[config.mk]
export PLATFORM = sky130hd
export DESIGN_NAME = mpt_front_flat
export DESIGN_NICKNAME = d
export VERILOG_FILES = /design/src/sv/mpt_pkg.sv /design/src/sv/mpt_if.sv /design/src/sv/mpt_front.sv /design/src/flat_wrapper.sv
export SDC_FILE = /design/constraint.sdc
export NUM_CORES = 1
export LEC_CHECK = 0
export ABC_AREA = 1
export CORE_AREA = 4 4 101 103
export DETAILED_ROUTE_END_ITERATION = 10
export DIE_AREA = 0 0 105 107
export DONT_BUFFER_PORTS = 1
export PLACE_DENSITY = 0.36
export SLEW_MARGIN = 0
export SYNTH_ARGS = -nofsm -noshare
export SYNTH_HDL_FRONTEND = slang
export SYNTH_SLANG_ARGS = --single-unit
[constraint.sdc]
create_clock -name vclk -period 2.3
set_input_delay 0 -clock vclk [all_inputs]
set_output_delay 0 -clock vclk [all_outputs]
set_load 0.005 [all_outputs]
[src/sv/mpt_pkg.sv]
// ----------------------------------------------------------------------------
// mpt_pkg: shared definitions for the metadata page table
// widths, table geometry, mode and status codes, the queued command word
// ----------------------------------------------------------------------------
package mpt_pkg;

	// table geometry
	localparam int PAGE_SHIFT      = 12;
	localparam int META_UNIT_BYTES = 8;
	localparam int TABLE_ENTRIES   = 4096;
	localparam int IDX_W           = $clog2(TABLE_ENTRIES);
	localparam int CNT_W           = IDX_W + 1;

	// field widths
	localparam int MODE_W      = 2;
	localparam int ADDR_W      = 48;
	localparam int SIZE_W      = 49;
	localparam int BASE_W      = 56;
	localparam int ALIGN_W     = 6;
	localparam int ENTRY_W     = 64;
	localparam int STATUS_W    = 2;
	localparam int ALIGN_BYTE_W = ENTRY_W - BASE_W;
	localparam int PG_W        = ADDR_W - PAGE_SHIFT;
	localparam int PCNT_W      = SIZE_W - PAGE_SHIFT;

	// command queue between front and back
	localparam int QUEUE_DEPTH = 2;
	localparam int QPTR_W      = $clog2(QUEUE_DEPTH);

	// mode codes
	localparam logic [MODE_W-1:0] MODE_SET    = 2'd0;
	localparam logic [MODE_W-1:0] MODE_LOOKUP = 2'd1;
	localparam logic [MODE_W-1:0] MODE_RAW    = 2'd2;

	// status codes
	localparam logic [STATUS_W-1:0] STATUS_OK    = 2'd0;
	localparam logic [STATUS_W-1:0] STATUS_SIZE  = 2'd1;
	localparam logic [STATUS_W-1:0] STATUS_RANGE = 2'd2;

	typedef enum logic [1:0] {
		KIND_REPORT,
		KIND_FILL,
		KIND_LOOKUP,
		KIND_RAW
	} kind_t;

	typedef struct packed {
		kind_t                 kind;
		logic [STATUS_W-1:0]   status;
		logic [IDX_W-1:0]      page;
		logic [CNT_W-1:0]      count;
		logic [BASE_W-1:0]     base;
		logic [ALIGN_W-1:0]    align;
		logic [PAGE_SHIFT-1:0] offset;
	} cmd_t;

	// scale a unit count to bytes, kept to the base width
	function automatic logic [BASE_W-1:0] scale_unit(input logic [BASE_W-1:0] v);
		return BASE_W'(v * BASE_W'(META_UNIT_BYTES));
	endfunction

endpackage

[src/sv/mpt_if.sv]
// ----------------------------------------------------------------------------
// mpt_if: request and response channels of the metadata page table
// valid/ready handshake, a word moves when both are high at a clock edge
// ----------------------------------------------------------------------------
interface mpt_cmd_if;
	logic                           valid;
	logic                           ready;
	logic [mpt_pkg::MODE_W-1:0]     mode;
	logic [mpt_pkg::ADDR_W-1:0]     address;
	logic [mpt_pkg::SIZE_W-1:0]     size_bytes;
	logic [mpt_pkg::BASE_W-1:0]     metadata_base;
	logic [mpt_pkg::ALIGN_W-1:0]    align_shift;

	modport source(output valid, mode, address, size_bytes, metadata_base, align_shift,
		input ready);
	modport sink(input valid, mode, address, size_bytes, metadata_base, align_shift,
		output ready);
endinterface


[src/sv/mpt_front.sv]
// ----------------------------------------------------------------------------
// mpt_front: request intake and classification
// checks range and window, turns each request word into a queued command
// ----------------------------------------------------------------------------
module mpt_front (
	mpt_cmd_if.sink             cmd,
	input  logic                q_full,
	input  logic                clearing,
	output logic                push,
	output mpt_pkg::cmd_t       push_cmd
);

	logic [mpt_pkg::PG_W-1:0]   page_full;
	logic [mpt_pkg::PCNT_W-1:0] count_full;
	logic                       size_rem;
	logic                       page_out;
	logic [mpt_pkg::CNT_W-1:0]  room;

	assign cmd.ready = !q_full && !clearing;
	assign push      = cmd.valid && cmd.ready;

	assign page_full  = cmd.address[mpt_pkg::ADDR_W-1:mpt_pkg::PAGE_SHIFT];
	assign count_full = cmd.size_bytes[mpt_pkg::SIZE_W-1:mpt_pkg::PAGE_SHIFT];
	assign size_rem   = |cmd.size_bytes[mpt_pkg::PAGE_SHIFT-1:0];
	assign page_out   = page_full >= mpt_pkg::PG_W'(mpt_pkg::TABLE_ENTRIES);
	// pages left from the first page to the end of the table
	assign room = mpt_pkg::CNT_W'(mpt_pkg::TABLE_ENTRIES)
		- mpt_pkg::CNT_W'(page_full[mpt_pkg::IDX_W-1:0]);

	always_comb begin
		push_cmd        = '0;
		push_cmd.kind   = mpt_pkg::KIND_REPORT;
		push_cmd.status = mpt_pkg::STATUS_OK;
		push_cmd.page   = page_full[mpt_pkg::IDX_W-1:0];
		push_cmd.count  = mpt_pkg::CNT_W'(count_full);
		push_cmd.base   = cmd.metadata_base;
		push_cmd.align  = cmd.align_shift;
		push_cmd.offset = cmd.address[mpt_pkg::PAGE_SHIFT-1:0];
		case (cmd.mode)
			mpt_pkg::MODE_SET: begin
				if (size_rem) begin
					push_cmd.status = mpt_pkg::STATUS_SIZE;
				end else if (count_full == '0) begin
					push_cmd.status = mpt_pkg::STATUS_OK;
				end else if (page_out || count_full > mpt_pkg::PCNT_W'(room)) begin
					push_cmd.status = mpt_pkg::STATUS_RANGE;
				end else begin
					push_cmd.kind = mpt_pkg::KIND_FILL;
				end
			end
			mpt_pkg::MODE_LOOKUP: begin
				if (page_out) push_cmd.status = mpt_pkg::STATUS_RANGE;
				else push_cmd.kind = mpt_pkg::KIND_LOOKUP;
			end
			mpt_pkg::MODE_RAW: begin
				if (page_out) push_cmd.status = mpt_pkg::STATUS_RANGE;
				else push_cmd.kind = mpt_pkg::KIND_RAW;
			end
			default: begin
				push_cmd.kind = mpt_pkg::KIND_REPORT;
			end
		endcase
	end

endmodule

[src/flat_wrapper.sv]
// flat-port wrapper written by rule: the top's interface ports become plain ports
module mpt_front_flat 
  (q_full, clearing, push, push_cmd, cmd_valid, cmd_mode, cmd_address, cmd_size_bytes, cmd_metadata_base, cmd_align_shift, cmd_ready);
  mpt_cmd_if cmd_i ();
  input  logic q_full;
  input  logic clearing;
  output logic push;
  output mpt_pkg::cmd_t push_cmd;
  input wire logic [$bits(cmd_i.valid)-1:0] cmd_valid;
  input wire logic [$bits(cmd_i.mode)-1:0] cmd_mode;
  input wire logic [$bits(cmd_i.address)-1:0] cmd_address;
  input wire logic [$bits(cmd_i.size_bytes)-1:0] cmd_size_bytes;
  input wire logic [$bits(cmd_i.metadata_base)-1:0] cmd_metadata_base;
  input wire logic [$bits(cmd_i.align_shift)-1:0] cmd_align_shift;
  output wire logic [$bits(cmd_i.ready)-1:0] cmd_ready;
  assign cmd_i.valid = cmd_valid;
  assign cmd_i.mode = cmd_mode;
  assign cmd_i.address = cmd_address;
  assign cmd_i.size_bytes = cmd_size_bytes;
  assign cmd_i.metadata_base = cmd_metadata_base;
  assign cmd_i.align_shift = cmd_align_shift;
  assign cmd_ready = cmd_i.ready;
  mpt_front u_core (.cmd(cmd_i), .q_full(q_full), .clearing(clearing), .push(push), .push_cmd(push_cmd));
endmodule
## Yosys cells after proc, flatten, opt, wreduce, memory -nomap -nowiden

Index checks and enable logic that the tools add are counted.

| storage, ports and cells | value |
|---|---|
| input port bits | 164 |
| word-level logic and storage cells | 25 |
| bits in registers | 0 |
| output and inout port bits | 105 |

| operators by class | value |
|---|---|
| $add $sub $neg | 1 |
| reduce and logical (&&, ||, !) cells | 9 |
| equality and inequality tests | 2 |
| magnitude comparators | 2 |
| mux-type cells | 11 |

Operators with widths:

| operator | count |
|---|---|
| 37-bit by 13-bit > comparator with 1-bit output | 1 |
| 37-bit zero test | 1 |
| 36-bit by 13-bit >= comparator with 1-bit output (second input constant) | 1 |
| 2-bit 2-to-1 mux | 8 |
| 13-bit by 12-bit subtractor with 13-bit output (first input constant) | 1 |
| 12-bit OR reduction | 1 |
| 2-bit case mux with 3 select lines | 1 |
| 2-bit case mux with 2 select lines | 1 |
| 2-bit by 1-bit == test with 1-bit output (second input constant) | 1 |
| 2-bit == test (second input constant) | 1 |
| 1-bit logical AND | 2 |
| 1-bit zero test | 2 |
| 2-bit zero test | 1 |
| 2-bit OR reduction | 1 |
| 1-bit logical OR | 1 |
| 1-bit 2-to-1 mux | 1 |

## Depth between registers and ports, before layout

| logic depth | value |
|---|---|
| word-level depth | 7 |
| mapped depth | 19 |
| gate-level depth less buffers | 19 |

## Worst setup path before layout

No wires, ideal clock.

| path | value |
|---|---|
| path type | in2out |
| start point | input cmd_address[12] |
| end point | output push_cmd[101] in the netlist's numbering |
| required time | 2.300 ns |
| data arrival time | 1.906 ns |
| path slack | 0.394 ns |
| buffers on the path | 0 |
| stages | 17 |
| cells stage by stage | inv_1 ha_1 nor3b_2 nand3_2 nor2_2 inv_2 nor4_4 nand3b_1 ha_1 nand2_1 inv_1 nand2_1 nor3_1 nand3_1 nand2_1 nand2_1 a21oi_1 |

RTL lines:

| what | line | RTL |
|---|---|---|
| start: declaration | flat_wrapper.sv:11 | `input wire logic [$bits(cmd_i.address)-1:0] cmd_address;` |
| end: declaration | flat_wrapper.sv:8 | `output mpt_pkg::cmd_t push_cmd;` |

==> results.txt <==
- Category of the worst setup path launch point: primary input
- In the post-synthesis netlist, the cell with the most instances is buf_4.
- Across the run, the number of max-cap violations was 0.
- Residual DRC count: 0
- Data on the critical path arrives at its endpoint at roughly 2 ns.
- The final-report hold violation count came to 0.
- The first global-routing pass estimated approximately 6 mm of wire.
* Most common cell on crit path: nand2_1
- Boundary Pins: 269
* Static power due to leakage: ~0.53 nW
- Violation count after the first detailed-routing iteration: 25
- STA puts the critical path data required time at 2.30 ns.
- For this run, the register share of the synthesized area comes to 0.
- Using the TritonRoute via totals, the vias-per-cell ratio works out to 3.95.
- Instance count of the mapped netlist: roughly 300
* Overflow left after global routing: 0
* Ratio of cells with drive above 1 in the final layout: 0.0905
- Synthesized-area fraction occupied by ao, oa, aoi and oai cells: 0.0291
- Power Total: 123 uW
- CP Max Fanout: 4
- Setup repair after global routing left no endpoint under its margin.
- Initial Utilization: 0.196
- Final antenna diode count: 0
- After synthesis, the most frequently instantiated cells are buf_4, nor2_1, nand2_1, inv_1, ha_1.
- Antenna violations before repair: 0
- The die is 105 um wide.
- The path class of the tightest hold or removal check is primary input to output port.
* Delay of the slowest cell on the worst path: slightly below 0.3 ns
* Cell area after synthesis: around 1800 um2
- Worst Tran Pin Value: about 0.30 ns
- The routed design could run at a clock period as short as about 2 ns.
- The slowest stage of the critical path belongs to the cell ha_1.
* Die Outline Area: around 11000 um2
* DP Wirelength: just under 4 mm
- There are 0 flip-flops and latches.
- Area Growth Syn to Fin: -31.6%
* Xor/xnor cell area share of the yosys netlist: 0.0339
- The total count of max-transition violations in the final report came to 0.
- The first TritonRoute pass finished after 4 iterations.
- Across the VDD grid, the largest voltage drop is around 0.000014 V.
- Share of the synthesized area in the top cell type: 0.411
- Via count of the first global-routing pass: roughly 1.3k
- Placer congestion estimate: 0.693
- Port buffering added 0 buffers.
- Path type of the worst setup path: primary input to output port
- In the final layout, the multi-input gates occupy between 900 and 1000 um2.
* Number of buffers inserted by hold repair at cts: 0
- Entering global routing, the biggest net connects 6 pins.
- In this run the vertical extent of the chip is between 100 and 150 um.
- Buffers plus inverters on the worst setup path: 3
- Yosys warns: 0
- Of the total synthesized cell area, the portion taken by full adders, half adders and majority gates is 0.125.
- The core region is 9200 um2.
- # clk buffers: 0
- After synthesis, the largest family of logic cells by area is buffers and inverters.
- Synthesis produced a netlist with a net count of between 400 and 500.
* Highest achievable clock rate: 498 MHz
* Endpoints failing setup: 0
- Worst hold slack: between 0.000001 and 0.0000015 ns
* Max transition margin: 0.800
- Global-route usage over all layers: 0.0680
* P per Cell Area: 100 nW/um2
* Layout Nets: roughly 380
- Reg area: 0 um2
* Fraction of the cycle the final worst path needs: 0.873
* Area share of and/or/nand/nor cells after synthesis: 0.343
- Count of filler cells inserted in the layout: roughly 1.1k
- In this run the remaining antenna-violating nets after routing total 0.
- STA classifies the critical path endpoint as an output port.
- The run finished with clean final reports.
* Routed length per instance: about 14 um
- buf_4 takes more of the synthesized area than any other cell.
- The detailed router placed roughly 1.2k vias in this run.
- After synthesis, the netlist uses 25 different library cells.
- Gate family responsible for the most delay along the worst path: simple AND/OR/NAND/NOR gates
- The routed design has between 4 and 5 mm of wire.
- The signal on the critical path passes through inv_2 -> ha_2 -> nor3b_4 -> nand3_2 -> nor2_4 -> inv_2 -> nor4_4 -> nand3b_1 -> ha_1 -> nand2_1 -> inv_1 -> nand2_1 -> nand2_1 -> a21oi_1 -> nand3_1 -> nand2_1 -> nand2_1 -> a21oi_2.
- Yosys attributes the largest share of cell area to buf_4, ha_1, nor2_1, nand2_1, inv_1.
- Average cell area after synthesis: just over 6 um2
* Number of core rows: 35
- After synthesis, the share of cell area in mux cells is 0.
* Post-Route Setup TNS: 0 ns
## repair_timing
action / in CTS / in global routing
gates resized for setup: 0 / 8
buffers inserted: 0 / 1
hold endpoints to repair: 0 / 0
setup endpoints to repair: 0 / 2
## stage by stage
step / utilization / cells / setup slack, ns / instance area (um2)
after floorplan: - / 297 / 0.394 / 1810
after global placement: 0.131 / 309 / 0.136 / 1200
after detailed placement: 0.131 / 309 / 0.0866 / 1200
after CTS: 0.131 / 309 / 0.0721 / 1200
after global routing: 0.134 / 310 / 0.00723 / 1230
final: 0.134 / 310 / 0.291 / 1230
## final timing paths
| check | startpoint | endpoint | slack [ns] | cells after the start |
|---|---|---|---|---|
| setup / recovery | cmd_address[12] | push_cmd[101] | 0.29 | 18 |
| hold / removal | cmd_address[18] | push_cmd[93] | 0.000001 | 0 |
## routing by layer
metal / wire, um / GRT usage
met1: 1530 / 0.0729
met2: 2120 / 0.130
met3: 478 / 0.0193
met4: 91 / 0.0178
met5: 0 / 0
## final cells by class
type | instances | share of cell area
multi-input cells | 170 | 0.796
well taps | 111 | 0.112
inverters | 28 | 0.0851
repair buffers | 1 | 0.00608
## cell families (layout without fill, tap and decap cells)
family,after synthesis,after routing
buffers and inverters,127,29
AOI/OAI and AO/OA,10,10
adders and majority gates,18,18
and+or+nand+nor,135,135
xor gates and xnor gates,7,7
## power by group
group          total (mW)  switching, mW  internal [mW]
clock                   0              0              0
combinational       0.123         0.0692         0.0543
sequential              0              0              0
## placed cells by master (no fill, tap or decap)
master	count
nand3b_1	1
nor3b_1	1
nor3_2	2
xor2_1	6
ha_2	1
nor3b_4	1
o21ai_1	3
nor4_4	1
nor4_1	1
a21oi_2	1
a21boi_0	1
nor2_2	1
nor2_1	53
or2_1	3
nor3_4	1
xnor2_1	1
nor2_4	2
buf_4	1
nand3_1	11
ha_1	17
nand2_1	48
nor3_1	4
inv_2	5
nand4_1	3
a21oi_1	5
inv_1	23
nand3_2	2
Note: power is estimated with default switching activity, not from simulation.
