`config.mk`:
```
export PLATFORM = sky130hd
export DESIGN_NAME = mpt_queue
export DESIGN_NICKNAME = d
export VERILOG_FILES = /design/src/sv/mpt_pkg.sv /design/src/sv/mpt_queue.sv
export SDC_FILE = /design/constraint.sdc
export NUM_CORES = 1
export LEC_CHECK = 0
export ABC_AREA = 1
export BUFFER_PORTS_ARGS = -buffer_cell sky130_fd_sc_hd__buf_2
export CAP_MARGIN = 10
export CELL_PAD_IN_SITES_DETAIL_PLACEMENT = 1
export CELL_PAD_IN_SITES_GLOBAL_PLACEMENT = 1
export CORE_MARGIN = 8
export CORE_UTILIZATION = 35
export DETAILED_ROUTE_END_ITERATION = 8
export HOLD_SLACK_MARGIN = 0.12
export PLACE_DENSITY_LB_ADDON = 0.1
export SETUP_SLACK_MARGIN = 0.05
export SLEW_MARGIN = 10
export SYNTH_ARGS = -nofsm -noshare
export SYNTH_HDL_FRONTEND = slang
export SYNTH_SLANG_ARGS = --single-unit
```
`constraint.sdc`:
```
create_clock -name clk -period 8.4 [get_ports clk]
set_input_delay 0.84 -clock clk [delete_from_list [all_inputs] [get_ports clk]]
set_output_delay 0.84 -clock clk [all_outputs]
set_load 0.1 [all_outputs]
```
`src/sv/mpt_pkg.sv`:
```
// ----------------------------------------------------------------------------
// mpt_pkg: shared definitions for the metadata page table
// widths, table geometry, mode and status codes, the queued command word
// ----------------------------------------------------------------------------
package mpt_pkg;

	// table geometry
	localparam int PAGE_SHIFT      = 12;
	localparam int META_UNIT_BYTES = 8;
	localparam int TABLE_ENTRIES   = 4096;
	localparam int IDX_W           = $clog2(TABLE_ENTRIES);
	localparam int CNT_W           = IDX_W + 1;

	// field widths
	localparam int MODE_W      = 2;
	localparam int ADDR_W      = 48;
	localparam int SIZE_W      = 49;
	localparam int BASE_W      = 56;
	localparam int ALIGN_W     = 6;
	localparam int ENTRY_W     = 64;
	localparam int STATUS_W    = 2;
	localparam int ALIGN_BYTE_W = ENTRY_W - BASE_W;
	localparam int PG_W        = ADDR_W - PAGE_SHIFT;
	localparam int PCNT_W      = SIZE_W - PAGE_SHIFT;

	// command queue between front and back
	localparam int QUEUE_DEPTH = 2;
	localparam int QPTR_W      = $clog2(QUEUE_DEPTH);

	// mode codes
	localparam logic [MODE_W-1:0] MODE_SET    = 2'd0;
	localparam logic [MODE_W-1:0] MODE_LOOKUP = 2'd1;
	localparam logic [MODE_W-1:0] MODE_RAW    = 2'd2;

	// status codes
	localparam logic [STATUS_W-1:0] STATUS_OK    = 2'd0;
	localparam logic [STATUS_W-1:0] STATUS_SIZE  = 2'd1;
	localparam logic [STATUS_W-1:0] STATUS_RANGE = 2'd2;

	typedef enum logic [1:0] {
		KIND_REPORT,
		KIND_FILL,
		KIND_LOOKUP,
		KIND_RAW
	} kind_t;

	typedef struct packed {
		kind_t                 kind;
		logic [STATUS_W-1:0]   status;
		logic [IDX_W-1:0]      page;
		logic [CNT_W-1:0]      count;
		logic [BASE_W-1:0]     base;
		logic [ALIGN_W-1:0]    align;
		logic [PAGE_SHIFT-1:0] offset;
	} cmd_t;

	// scale a unit count to bytes, kept to the base width
	function automatic logic [BASE_W-1:0] scale_unit(input logic [BASE_W-1:0] v);
		return BASE_W'(v * BASE_W'(META_UNIT_BYTES));
	endfunction

endpackage

```
`src/sv/mpt_queue.sv`:
```
// ----------------------------------------------------------------------------
// mpt_queue: short command queue between front and back
// lets intake go on while the back is busy filling a range
// ----------------------------------------------------------------------------
module mpt_queue (
	input  logic                clk,
	input  logic                arst_n,
	input  logic                push,
	input  mpt_pkg::cmd_t       push_cmd,
	input  logic                pop,
	output logic                full,
	output logic                head_valid,
	output mpt_pkg::cmd_t       head
);

	mpt_pkg::cmd_t                slots_q [mpt_pkg::QUEUE_DEPTH];
	logic [mpt_pkg::QPTR_W-1:0]   wr_ptr_q;
	logic [mpt_pkg::QPTR_W-1:0]   rd_ptr_q;
	logic [mpt_pkg::QPTR_W:0]     fill_q;

	assign full       = fill_q == (mpt_pkg::QPTR_W + 1)'(mpt_pkg::QUEUE_DEPTH);
	assign head_valid = fill_q != '0;
	assign head       = slots_q[rd_ptr_q];

	function automatic logic [mpt_pkg::QPTR_W-1:0] next_ptr(
		input logic [mpt_pkg::QPTR_W-1:0] p);
		return (p == mpt_pkg::QPTR_W'(mpt_pkg::QUEUE_DEPTH - 1)) ? '0 : p + 1'b1;
	endfunction

	always_ff @(posedge clk or negedge arst_n) begin
		if (!arst_n) begin
			wr_ptr_q <= '0;
			rd_ptr_q <= '0;
			fill_q   <= '0;
		end else begin
			if (push) wr_ptr_q <= next_ptr(wr_ptr_q);
			if (pop) rd_ptr_q <= next_ptr(rd_ptr_q);
			if (push && !pop) fill_q <= fill_q + 1'b1;
			else if (pop && !push) fill_q <= fill_q - 1'b1;
		end
	end

	always_ff @(posedge clk) begin
		if (push) slots_q[wr_ptr_q] <= push_cmd;
	end

endmodule

```
== Yosys cells after proc, flatten, opt, wreduce, memory -nomap -nowiden ==
Memories as Yosys holds them, arrays and structs flattened.
Index checks and enable logic that the tools add are counted.

* Multiplexer cells: 6
* Equality and inequality tests: 1
* $add $sub $neg: 4
* Reductions and logical operators: 6

{| class="wikitable"
|+ Operators with widths
! operator !! number
|-
| 2-to-1 mux 1 bit || 4
|-
| 2-to-1 mux 2 bit || 2
|-
| nonzero test 2 bit || 2
|-
| adder 1 bit, second input constant || 2
|-
| adder 2 x 1 -> 2 bit, second input constant || 1
|-
| == test 2 bit, second input constant || 1
|-
| logical AND 1 bit || 2
|-
| zero test 1 bit || 2
|-
| subtractor 2 x 1 -> 2 bit, second input constant || 1
|}

* Bits in registers: 4
* Logic and storage cells: 21
* Memories kept: 1
* Output and inout port bits: 105
* Bits of input ports: 107
* RAM bits: 206

{| class="wikitable"
|+ Memory list
! memory !! words !! width !! rd ports !! clocked after Yosys merged registers in !! wr ports !! RTL line !! text
|-
| slots_q || 2 || 103 || 1 || 0 || 1 || mpt_queue.sv:16 || <nowiki>mpt_pkg::cmd_t slots_q [mpt_pkg::QUEUE_DEPTH];</nowiki>
|}

== Logic depth before layout (Yosys ltp) ==
Gate-level depths: netlist of run 1.

* Depth in word-level cells: 4
* Gate-level depth with buffers: 7
* Depth with buffers taken out: 7

== Least setup slack after synthesis of run 1 ==
Ideal clock, no wire load.

* Path kind: input port to flip-flop
* From: input port push
* To: memory slots_q[0][0] (netlist bit) (enable)
* Stages on the path: 2
* Slack: 2640 ps
* Arrival time: 5191 ps
* Path buffers: 0
* Required time: 7831 ps
* Setup time: 569 ps
* Cells stage by stage: inv_1 -> nor2_1

* Cells in the longest elaborated chain, start to end: 2

{| class="wikitable"
|+ Ends and longest elaborated chain
! what !! RTL line !! text
|-
| from (decl) || mpt_queue.sv:8 || <nowiki>input logic push,</nowiki>
|-
| 2-to-1 mux 1 bit || mpt_queue.sv:44 || <nowiki>if (push) slots_q[wr_ptr_q] <= push_cmd;</nowiki>
|-
| 2-to-1 mux 1 bit (implied by the code) || mpt_queue.sv:44 ||
|-
| to (decl) || mpt_queue.sv:16 ||
|}

No other way between the ends.

==> summary.txt, run 1 <==
Run status
  • Outcome: finished, final reports clean

Synth
  • Mapped Avg Cell Area: ~23 µm²
  • Post-Syn Instances: around 350
  • Synth Area in Compound Gates: 0%
  • Post-Synth Simple-Gate Area: 0.523%
  • Xor/xnor cell area share of the yosys netlist: less than 1%
  • Ys Warns: 0
  • Synth unique cells: 15
  • Adder-Cell Fraction of Synth Area: 0.159%
  • Syn Nets: 454
  • Dominant combinational cell family by area after synthesis: multiplexers
  • Largest cells by area after synthesis: edfxtp_1, mux2_4, mux2_2
  • Yosys top cell by area: edfxtp_1
  • Seq/Total Area, Yosys: 79.7%
  • Multiplexer area fraction after synthesis: approximately 18%
  • Synth Register Bits: 210
  • Share of the synthesized area in the top cell type: around four fifths
  • Cell Area, Synth: just under 8000 µm²

Placed design
  • Dpl cell area: between 9000 and 10000 µm²
  • Placed Cells: about 830
  • I/O Buffers: 211
  • GP Congestion: approximately 0.70
  • Detailed Place HPWL: between 10000 and 15000 µm

Die
  • Die area: between 20000 and 30000 µm²
  • Starting density of the core: a little over a third
  • Core area: roughly 22000 µm²
  • Row count: 55
  • # IOs: roughly 210
  • Die H: around 170 µm
  • Chip width: 166 µm

Critical path
  • Worst r2r src: wr_ptr_q$_DFFE_PN0P_
  • CP Class: reg -> out
  • Worst path slowest cell: dfrtp_4
  • CP Buf/Inv Count: 2
  • Worst-path fanout max: 60
  • Nature of the critical path endpoint: output pin
  • Family with the most delay on the worst path: buffers and inverters
  • CP Launch Type: flip-flop
  • Worst EP arrival: 3.17 ns
  • Reg2reg setup slack: between 6 and 7 ns
  • R2r endpoint: slots_q[1][1]$_DFFE_PP_
  • CP cell instances: buf_4, mux2_2, buf_2
  • Largest stage delay, worst path: approximately 0.95 ns
  • Reg2Reg Depth: 3
  • Req. time, crit path: approximately 7.6 ns

Global route
  • Pin count of the biggest net entering global routing: 61
  • Overflow left after global routing: 0
  • GRT Total Usage: a little under an eighth
  • Vias in the first global route: 4418
  • Initial antenna violation count: 4
  • First-pass GRT wire length: roughly 26000 µm

Clock tree
  • CTS tree: yes
  • CTS max path bufs: 3
  • Clock input transition at the sequential cells of the worst setup and hold paths: 0.06 ns
  • Clock root buffer: clkbuf_16
  • Cts hold-fix bufs: 0
  • TritonCTS Buffers: 24
  • Post-CTS Setup Repair Bufs: 0
  • Clock Sinks: 210
  • Clock latency at the later pin of the worst-skew pair: ~0.5 ns
  • # H-tree levels: 1
  • Post-cts resize count: 0

Detailed routing
  • WL/cell: about 19 µm
  • DRC: 0
  • Drt first pass iters: 4
  • Via density: approximately 4.5
  • Routed wire length: roughly 17000 µm
  • Post-route ant nets: 0
  • Vias post-DR: a little under 4k
  • Drt first-iter violations: 133

Timing
  • Worst rel slew slack: about a third
  • Final hold violations: 0
  • Fmax: 249 MHz
  • Final TNS setup: 0 ns
  • Worst Max-Slew Pin Slew: ~1.0 ns
  • RSZ-0062 raised after global routing: no
  • Layout Skew: between 0.01 and 0.015 ns
  • Final critical-path share of the clock period: roughly 48%
  • Max Slew Vio Count: 0
  • Minimum clock period: roughly 4.0 ns
  • Final setup violation count: 0

Cells and area
  • Non-filler cells, final: between 800 and 900
  • Nets: approximately 680
  • Layout cells sized above 1: 59.6%
  • Layout overhead on the synthesized area: 26.4%
  • Multi-input logic area: 1470 µm²
  • Register Area: 6290 µm²
  • Final Cell Area: between 9000 and 10000 µm²
  • FILL cells: between 2k and 2.5k

Job
  • Max Cap Viol: 0

Worst hold path
  • Hold crit path type: in -> async
flip-flops by register name (all words and copies together) (netlist names):
register	count
fill_q	2
slots_q	206
wr_ptr_q	1
rd_ptr_q	1
cell families (layout without fill, tap and decap cells):
| logic type | Yosys count | after routing |
|---|---|---|
| buf+inv | 19 | 265 |
| mux | 103 | 103 |
| flops | 210 | 210 |
| other cells | 0 | 2 |
| xor+xnor | 3 | 3 |
| fa+ha+maj | 1 | 1 |
| simple gates | 10 | 10 |
Yosys cell counts:
cell type and n:
edfxtp_1 206, buf_6 7, inv_1 7, mux2_4 60, nand4_1 1, nor2_1 2, mux2_2 43, xnor2_1 1
buf_8 1, buf_2 4, dfrtp_1 4, nand3_1 1, ha_1 1, nand2_1 6, xor2_1 2
cells in the final DEF, fill, tap and decap left out, types with 2 or more instances in the layout:
cell	instances
edfxtp_1	206
buf_4	4
diode_2	2
xor2_1	2
nand2_1	6
dfrtp_1	3
clkbuf_16	25
clkbuf_1	7
clkinv_1	4
buf_2	211
mux2_2	43
inv_1	6
clkinv_2	4
mux2_4	60
worst max-delay path by stage:
stage                         endpoint  slack [ns]  depth (start not counted)            startpoint
2_1_floorplan  slots_q[0][0]$_DFFE_PP_        2.64                          2                  push
5_1_grt                      head[102]        4.21                          3  rd_ptr_q$_DFFE_PN0P_
3_3_place_gp                 head[102]        4.86                          3  rd_ptr_q$_DFFE_PN0P_
4_1_cts                      head[102]        4.30                          3  rd_ptr_q$_DFFE_PN0P_
3_5_place_dp                 head[102]        4.84                          3  rd_ptr_q$_DFFE_PN0P_
6_report                     head[102]        4.39                          3  rd_ptr_q$_DFFE_PN0P_
per-stage QoR:
| stage | hold slack (ns) | setup slack, ns | utilization, % |
|---|---|---|---|
| floorplan | 0.442 | 2.64 | - |
| global placement | 0.459 | 4.86 | 41.3 |
| detailed placement | 0.466 | 4.84 | 41.3 |
| CTS | 0.121 | 4.30 | 44.6 |
| global route | 0.124 | 4.21 | 44.6 |
| finish | 0.147 | 4.39 | 44.6 |
worst reg2reg max path, delay by kind of cell, from the launching register on:
family / cells / cell delay [ns]
and+or+nand+nor: 1 / 0.12
DFF: 1 / 0.42
buffers and inverters: 2 / 1.29
layer usage:
layer / share of wire, % / vias to the layer above / track usage (%)
met1: 43 / 1943 / 14.8
met4: 1.5 / 4 / 3.08
met5: 0.14 / - / 0
li1: - / 1829 / -
met2: 46 / 155 / 19.2
met3: 8.7 / 26 / 4.47
layout make-up:
| cell class | count | share of cell area [%] |
|---|---|---|
| Tap cell | 285 | 3.58 |
| Inverter | 7 | 0.289 |
| Timing Repair Buffer | 215 | 10.9 |
| Sequential cell | 210 | 63.1 |
| Clock inverter | 11 | 0.816 |
| Multi-Input combinational cell | 117 | 14.8 |
| Clock buffer | 32 | 6.54 |
| Antenna cell | 2 | 0.0502 |
Power of run 1 is left out: the tool's default activity adds up to more than one toggle a clock period on the data nets, which glitch-free logic cannot reach.
==> run 2: changes to the inputs <==
--- a/config.mk
+++ b/config.mk
@@ -5,7 +5,7 @@
 export SDC_FILE = /design/constraint.sdc
 export NUM_CORES = 1
 export LEC_CHECK = 0
-export ABC_AREA = 1
+export ABC_AREA = 0
 export BUFFER_PORTS_ARGS = -buffer_cell sky130_fd_sc_hd__buf_2
 export CAP_MARGIN = 10
 export CELL_PAD_IN_SITES_DETAIL_PLACEMENT = 1
==> constraint.sdc (replaced) <==
create_clock -name clk -period 4.1 [get_ports clk]
set_input_delay 0.41 -clock clk [delete_from_list [all_inputs] [get_ports clk]]
set_output_delay 0.41 -clock clk [all_outputs]
set_load 0.1 [all_outputs]
==> summary.txt, run 2 <==
Run status
  • Outcome: finished, final reports clean (unchanged)

Worst hold path
  • Hold crit path type: in -> async (unchanged)

Die
  • Starting density of the core: 35.2% (was 35.3%)
  • Die area: 27600 µm² (about the same)
  • Row count: 55 (unchanged)
  • Core area: 22400 µm² (unchanged)
  • Chip width: 166 µm (about the same)
  • # IOs: 212 (unchanged)
  • Die H: 166 µm (about the same)

Timing
  • Worst Max-Slew Pin Slew: 0.944 ns (was 1.01 ns)
  • RSZ-0062 raised after global routing: no (unchanged)
  • Final setup violation count: 0 (unchanged)
  • Worst rel slew slack: 37.1% (was 32.9%)
  • Max Slew Vio Count: 0 (unchanged)
  • Minimum clock period: just under 3 ns
  • Final critical-path share of the clock period: slightly above 70%
  • Final hold violations: 0 (unchanged)
  • Layout Skew: 0.0129 ns (was 0.0137 ns)
  • Final TNS setup: 0 ns (unchanged)
  • Hold_ws: 0.290 ns (was 0.147 ns)
  • Fmax: 341 MHz

Clock tree
  • TritonCTS Buffers: 23 (was 24)
  • Clock Sinks: 210 (unchanged)
  • Clock input transition at the sequential cells of the worst setup and hold paths: 0.06 ns (about the same)
  • CTS max path bufs: 3 (unchanged)
  • Clock root buffer: clkbuf_16 (unchanged)
  • CTS tree: yes (unchanged)
  • # H-tree levels: 1 (unchanged)
  • Clock latency at the later pin of the worst-skew pair: 0.50 ns (was 0.49 ns)
  • Post-CTS Setup Repair Bufs: 0 (unchanged)

Synth
  • Yosys top cell by area: edfxtp_1 (unchanged)
  • Ys Warns: 0 (unchanged)
  • Most used DFF post-synth: edfxtp_1 (unchanged)
  • Most common cell in the synthesized netlist: edfxtp_1 (unchanged)
  • Largest cells by area after synthesis: edfxtp_1, mux2_4, mux2_2 (unchanged)
  • Post-Syn Instances: 337 (was 346)
  • Synth Register Bits: 210 (unchanged)
  • Cell Area, Synth: 7870 µm² (was 7890 µm²)
  • Mapped Avg Cell Area: 23.4 µm² (was 22.8 µm²)
  • Synth unique cells: 15 (unchanged)
  • Syn Nets: 445 (was 454)
  • Share of the synthesized area in the top cell type: 78.6% (was 78.4%)
  • Synth cell count leaders: edfxtp_1, mux2_4, mux2_2 (unchanged)
  • Seq/Total Area, Yosys: 79.8% (was 79.7%)
  • Post-synth EDFFs: 206 (unchanged)
  • Asr flop ratio synth: 1.90% (unchanged)

Placed design
  • Placed Cells: 827 (was 834)
  • I/O Buffers: 211 (unchanged)
  • Dpl cell area: 9260 µm² (was 9230 µm²)
  • GP Congestion: 0.704 (was 0.697)
  • Detailed Place HPWL: 11700 µm (was 11200 µm)

Detailed routing
  • Drt first-iter violations: 112 (was 133)
  • Wl on met1: 7130 µm (was 7350 µm)
  • Vias post-DR: 4283 (was 3957)
  • Met2 Wirelength: 9090 µm (was 7840 µm)
  • DRC: 0 (unchanged)
  • WL met3: 1390 µm (was 1470 µm)
  • Via density: 4.39 (was 4.50)
  • Routed wire length: 17900 µm (was 16900 µm)
  • Top routing layer used: met4 (was met5)
  • WL/cell: 18.4 µm (was 19.3 µm)
  • Drt first pass iters: 4 (unchanged)
  • Post-route ant nets: 0 (unchanged)

Critical path
  • Worst Setup EP: head[73] (was head[102])
  • Worst r2r src: wr_ptr_q$_DFFE_PN0P_ (unchanged)
  • Largest stage delay, worst path: 0.88 ns (was 0.95 ns)
  • CP startpoint: rd_ptr_q$_DFFE_PN0P_ (unchanged)
  • Nature of the critical path endpoint: output pin (unchanged)
  • Reg2reg setup slack: 2.04 ns (was 6.16 ns)
  • CP cell instances: buf_12, mux2_2, buf_2 (was buf_4, mux2_2, buf_2)
  • Reg2Reg Depth: 2 (was 3)
  • Req. time, crit path: 3.69 ns (was 7.56 ns)
  • CP Launch Type: flip-flop (unchanged)
  • R2r endpoint: slots_q[1][59]$_DFFE_PP_ (was slots_q[1][1]$_DFFE_PP_)
  • Worst path slowest cell: dfrtp_4 (unchanged)
  • Worst-path fanout max: 54 (was 60)
  • Worst EP arrival: 2.52 ns (was 3.17 ns)
  • CP Class: reg -> out (unchanged)

Global route
  • Vias in the first global route: 4978 (was 4418)
  • Initial antenna violation count: 1 (was 4)
  • Pin count of the biggest net entering global routing: 66 (was 61)
  • Overflow left after global routing: 0 (unchanged)
  • GRT Total Usage: 12.7% (was 11.9%)
  • First-pass GRT wire length: 27800 µm (was 25700 µm)

Cells and area
  • Final Cell Area: 11000 µm² (was 9970 µm²)
  • Non-filler cells, final: 976 (was 879)
  • Layout cells sized above 1: 51.6% (was 59.6%)
  • Top Registers: slots_q: 206 flops, fill_q: 2 flops (unchanged)
  • Commonest non-fill, non-tap cell in the layout: buf_2 (unchanged)
  • Layout overhead on the synthesized area: 39.8% (was 26.4%)
  • Nets: 781 (was 683)
  • Number of flip-flops in the largest register: 206 (unchanged)
  • Most frequent cells in the layout: buf_2, edfxtp_1, dlygate4sd3_1, mux2_4, mux2_2 (was buf_2, edfxtp_1, mux2_4, mux2_2, clkbuf_16)
  • Reg with most FFs: slots_q (unchanged)

Job
  • Max Cap Viol: 0 (unchanged)
==> run 2: timing repair <==
item,CTS,global route
hold endpoints to repair,212,0
hold buffers,106,0
resized for setup,0,0
endpoints found under the setup margin,0,0
==> run 2: per-stage QoR <==
| step | setup slack, ns | util (%) |
|---|---|---|
| after global placement | 1.64 | 41.4 |
| after CTS | 1.09 | 49.2 |
| after detailed placement | 1.63 | 41.4 |
| after floorplan | 0.565 | - |
| final | 1.17 | 49.2 |
| after global routing | 1.01 | 49.2 |
==> run 2: cell type report <==
cell class	count	area, µm²
well taps	285	357
diodes	1	2.50
clock inverters	11	60.1
fillers	2162	11400
flip-flops and latches	210	6290
inverters	1	3.75
repair buffers	323	2190
multi-input cells	114	1480
clock buffers	31	626
==> run 2: kinds of logic after synthesis <==
logic type	count (synthesis)	share of synthesized area, %
fa+ha+maj	1	0.159
mux	103	17.6
simple gates	5	0.366
xor+xnor	5	0.556
flops	210	79.8
buf+inv	13	1.49
==> run 2: worst min-delay path by stage <==
stage	start	end	slack (ns)
6_report	arst_n	wr_ptr_q$_DFFE_PN0P_	0.29
5_1_grt	arst_n	wr_ptr_q$_DFFE_PN0P_	0.29
4_1_cts	arst_n	fill_q[1]$_DFFE_PN0P_	0.26
3_5_place_dp	arst_n	fill_q[1]$_DFFE_PN0P_	0.23
3_3_place_gp	arst_n	fill_q[1]$_DFFE_PN0P_	0.23
2_1_floorplan	arst_n	fill_q[0]$_DFFE_PN0P_	0.11
==> run 2: metal layers <==
layer  track usage (%)  vias to the layer above
met1              14.1                     2105
li1                  -                     2008
met2              22.7                      146
met5                 0                        -
met4              3.20                        0
met3              4.56                       24
==> run 2: worst max-delay path, delay by kind of cell, from the launching register on <==
family / cells / cell delay [ns]
DFF: 1 / 0.88
buffers and inverters: 2 / 0.68
muxes: 1 / 0.41
Power of run 2 is left out for the same reason.
==> run 3: changes to the inputs <==
==> constraint.sdc (replaced) <==
create_clock -name clk -period 2.7 [get_ports clk]
set_input_delay 0.27 -clock clk [delete_from_list [all_inputs] [get_ports clk]]
set_output_delay 0.27 -clock clk [all_outputs]
set_load 0.1 [all_outputs]
==> summary.txt, run 3 (same netlist as run 2, synthesis figures left out) <==
Run status
  • Outcome: finished, final reports clean (unchanged)

Cells and area
  • Multi-input logic area: 1480 µm² (unchanged)
  • Reg with most FFs: slots_q (unchanged)
  • Top Registers: slots_q: 206 flops, fill_q: 2 flops (unchanged)
  • Non-filler cells, final: 975 (was 976)
  • Number of flip-flops in the largest register: 206 (unchanged)
  • FILL cells: 2124 (was 2162)
  • Most frequent cells in the layout: buf_2, edfxtp_1, dlygate4sd3_1, mux2_4, mux2_2 (unchanged)
  • Layout overhead on the synthesized area: 40.2% (was 39.8%)
  • Register Area: 6290 µm² (unchanged)
  • Layout cells sized above 1: 51.2% (was 51.6%)
  • Nets: 782 (was 781)
  • Commonest non-fill, non-tap cell in the layout: buf_2 (unchanged)
  • Ant. Diodes: 0 (was 1)
  • Post-layout utilization of the core: 49.4% (was 49.2%)

Timing
  • Max Slew Vio Count: 0 (unchanged)
  • RSZ-0062 raised after global routing: no (unchanged)
  • Final hold violations: 0 (unchanged)
  • Final setup violation count: 0 (unchanged)
  • Final TNS setup: 0 ns (unchanged)
  • Worst Max-Slew Pin Slew: 0.533 ns (was 0.944 ns)
  • Fmax: 432 MHz
  • Layout Skew: 0.00912 ns (was 0.0129 ns)
  • Final critical-path share of the clock period: 85.7%
  • Minimum clock period: 2.31 ns
  • Worst rel slew slack: 64.5% (was 37.1%)

Detailed routing
  • WL/cell: 18.1 µm (was 18.4 µm)
  • Via density: 4.38 (was 4.39)
  • Drt first pass iters: 4 (unchanged)
  • Post-route ant nets: 0 (unchanged)
  • Routed wire length: 17700 µm (was 17900 µm)
  • Drt first-iter violations: 157 (was 112)
  • Vias post-DR: 4268 (was 4283)
  • DRC: 0 (unchanged)

Die
  • Die H: 166 µm (unchanged)
  • Core area: 22400 µm² (unchanged)
  • Chip width: 166 µm (unchanged)
  • Starting density of the core: 35.2% (unchanged)
  • Row count: 55 (unchanged)
  • Die area: 27600 µm² (unchanged)
  • # IOs: 212 (unchanged)

Clock tree
  • CTS tree: yes (unchanged)
  • Clock root buffer: clkbuf_16 (unchanged)
  • TritonCTS Buffers: 23 (unchanged)
  • Clock Sinks: 210 (unchanged)
  • # H-tree levels: 1 (unchanged)
  • CTS max path bufs: 3 (unchanged)
  • Clock latency at the later pin of the worst-skew pair: 0.50 ns (about the same)
  • Clock input transition at the sequential cells of the worst setup and hold paths: 0.05 ns (was 0.06 ns)

Global route
  • Initial antenna violation count: 0 (was 1)
  • Overflow left after global routing: 0 (unchanged)
  • Vias in the first global route: 4919 (was 4978)
  • Pin count of the biggest net entering global routing: 68 (was 66)
  • First-pass GRT wire length: 27600 µm (was 27800 µm)
  • GRT Total Usage: 12.5% (was 12.7%)

Job
  • Max Cap Viol: 0 (unchanged)

Critical path
  • Req. time, crit path: 2.43 ns (was 3.69 ns)
  • CP Launch Type: flip-flop (unchanged)
  • Worst EP arrival: 2.04 ns (was 2.52 ns)
  • Worst-path fanout max: 55 (was 54)
  • Nature of the critical path endpoint: output pin (unchanged)
  • CP Class: reg -> out (unchanged)

Placed design
  • GP Congestion: 0.672 (was 0.704)
  • I/O Buffers: 211 (unchanged)
  • Detailed Place HPWL: 11400 µm (was 11700 µm)
  • Placed Cells: 827 (unchanged)

Worst hold path
  • Hold crit path type: in -> reg (was in -> async)
==> run 3: changes by cell type in the layout (fill, tap and decap cells not counted), moves of 2 or more <==
cell	change
buf_12	+2
buf_4	-2
clkinv_2	-2
clkbuf_8	-2
clkinv_1	+2
==> run 3: worst paths after layout <==
check | cells after the start | end | slack [ns] | startpoint
max in group asynchronous | 3 | rd_ptr_q$_DFFE_PN0P_ | 1.80 | arst_n
min in group asynchronous | 3 | fill_q[1]$_DFFE_PN0P_ | 0.70 | arst_n
setup reg to reg | 2 | slots_q[1][54]$_DFFE_PP_ | 1.26 | wr_ptr_q$_DFFE_PN0P_
hold reg to reg | 1 | fill_q[1]$_DFFE_PN0P_ | 0.51 | fill_q[1]$_DFFE_PN0P_
hold / removal | 2 | slots_q[0][14]$_DFFE_PP_ | 0.49 | push_cmd[14]
setup / recovery | 3 | head[86] | 0.39 | rd_ptr_q$_DFFE_PN0P_
==> run 3: area by class of cell <==
type / instances / area share, %
inverters: 1 / 0.0340
well taps: 285 / 3.23
multi-input cells: 114 / 13.4
flip-flops and latches: 210 / 57.0
clock inverters: 12 / 0.793
clock buffers: 29 / 5.42
repair buffers: 324 / 20.1
==> run 3: repair_timing <==
action                                 in CTS  in global routing
gates resized for setup                     0                  0
setup buffers                               0                  0
endpoints found under the hold margin     212                  0
hold buffers                              107                  0
==> run 3: metal layers <==
layer  part of all wire (%)  track usage, %  vias to the layer above  routed length, µm
li1                       -               -                     2014                  -
met1                     44            15.5                     2079               7740
met2                     47            20.6                      159               8350
met3                    7.6            4.30                       16               1350
met4                    1.2            3.12                        0                213
met5                      0               0                        -                  0
==> run 3: metrics by stage <==
stage | hold slack [ns] | area, µm² | setup WS [ns]
2_1_floorplan | -0.0256 | 7880 | 0.325
3_3_place_gp | 0.0798 | 9280 | 0.926
3_5_place_dp | 0.0861 | 9280 | 0.911
4_1_cts | 0.469 | 11000 | 0.366
5_1_grt | 0.478 | 11000 | 0.319
6_report | 0.491 | 11000 | 0.386
==> run 3: worst max-delay path: stages, from the launching register on <==
cell	delay, ns
dfrtp_4	0.44
buf_12	0.33
mux2_2	0.40
buf_2	0.29
Power of run 3 is left out for the same reason.
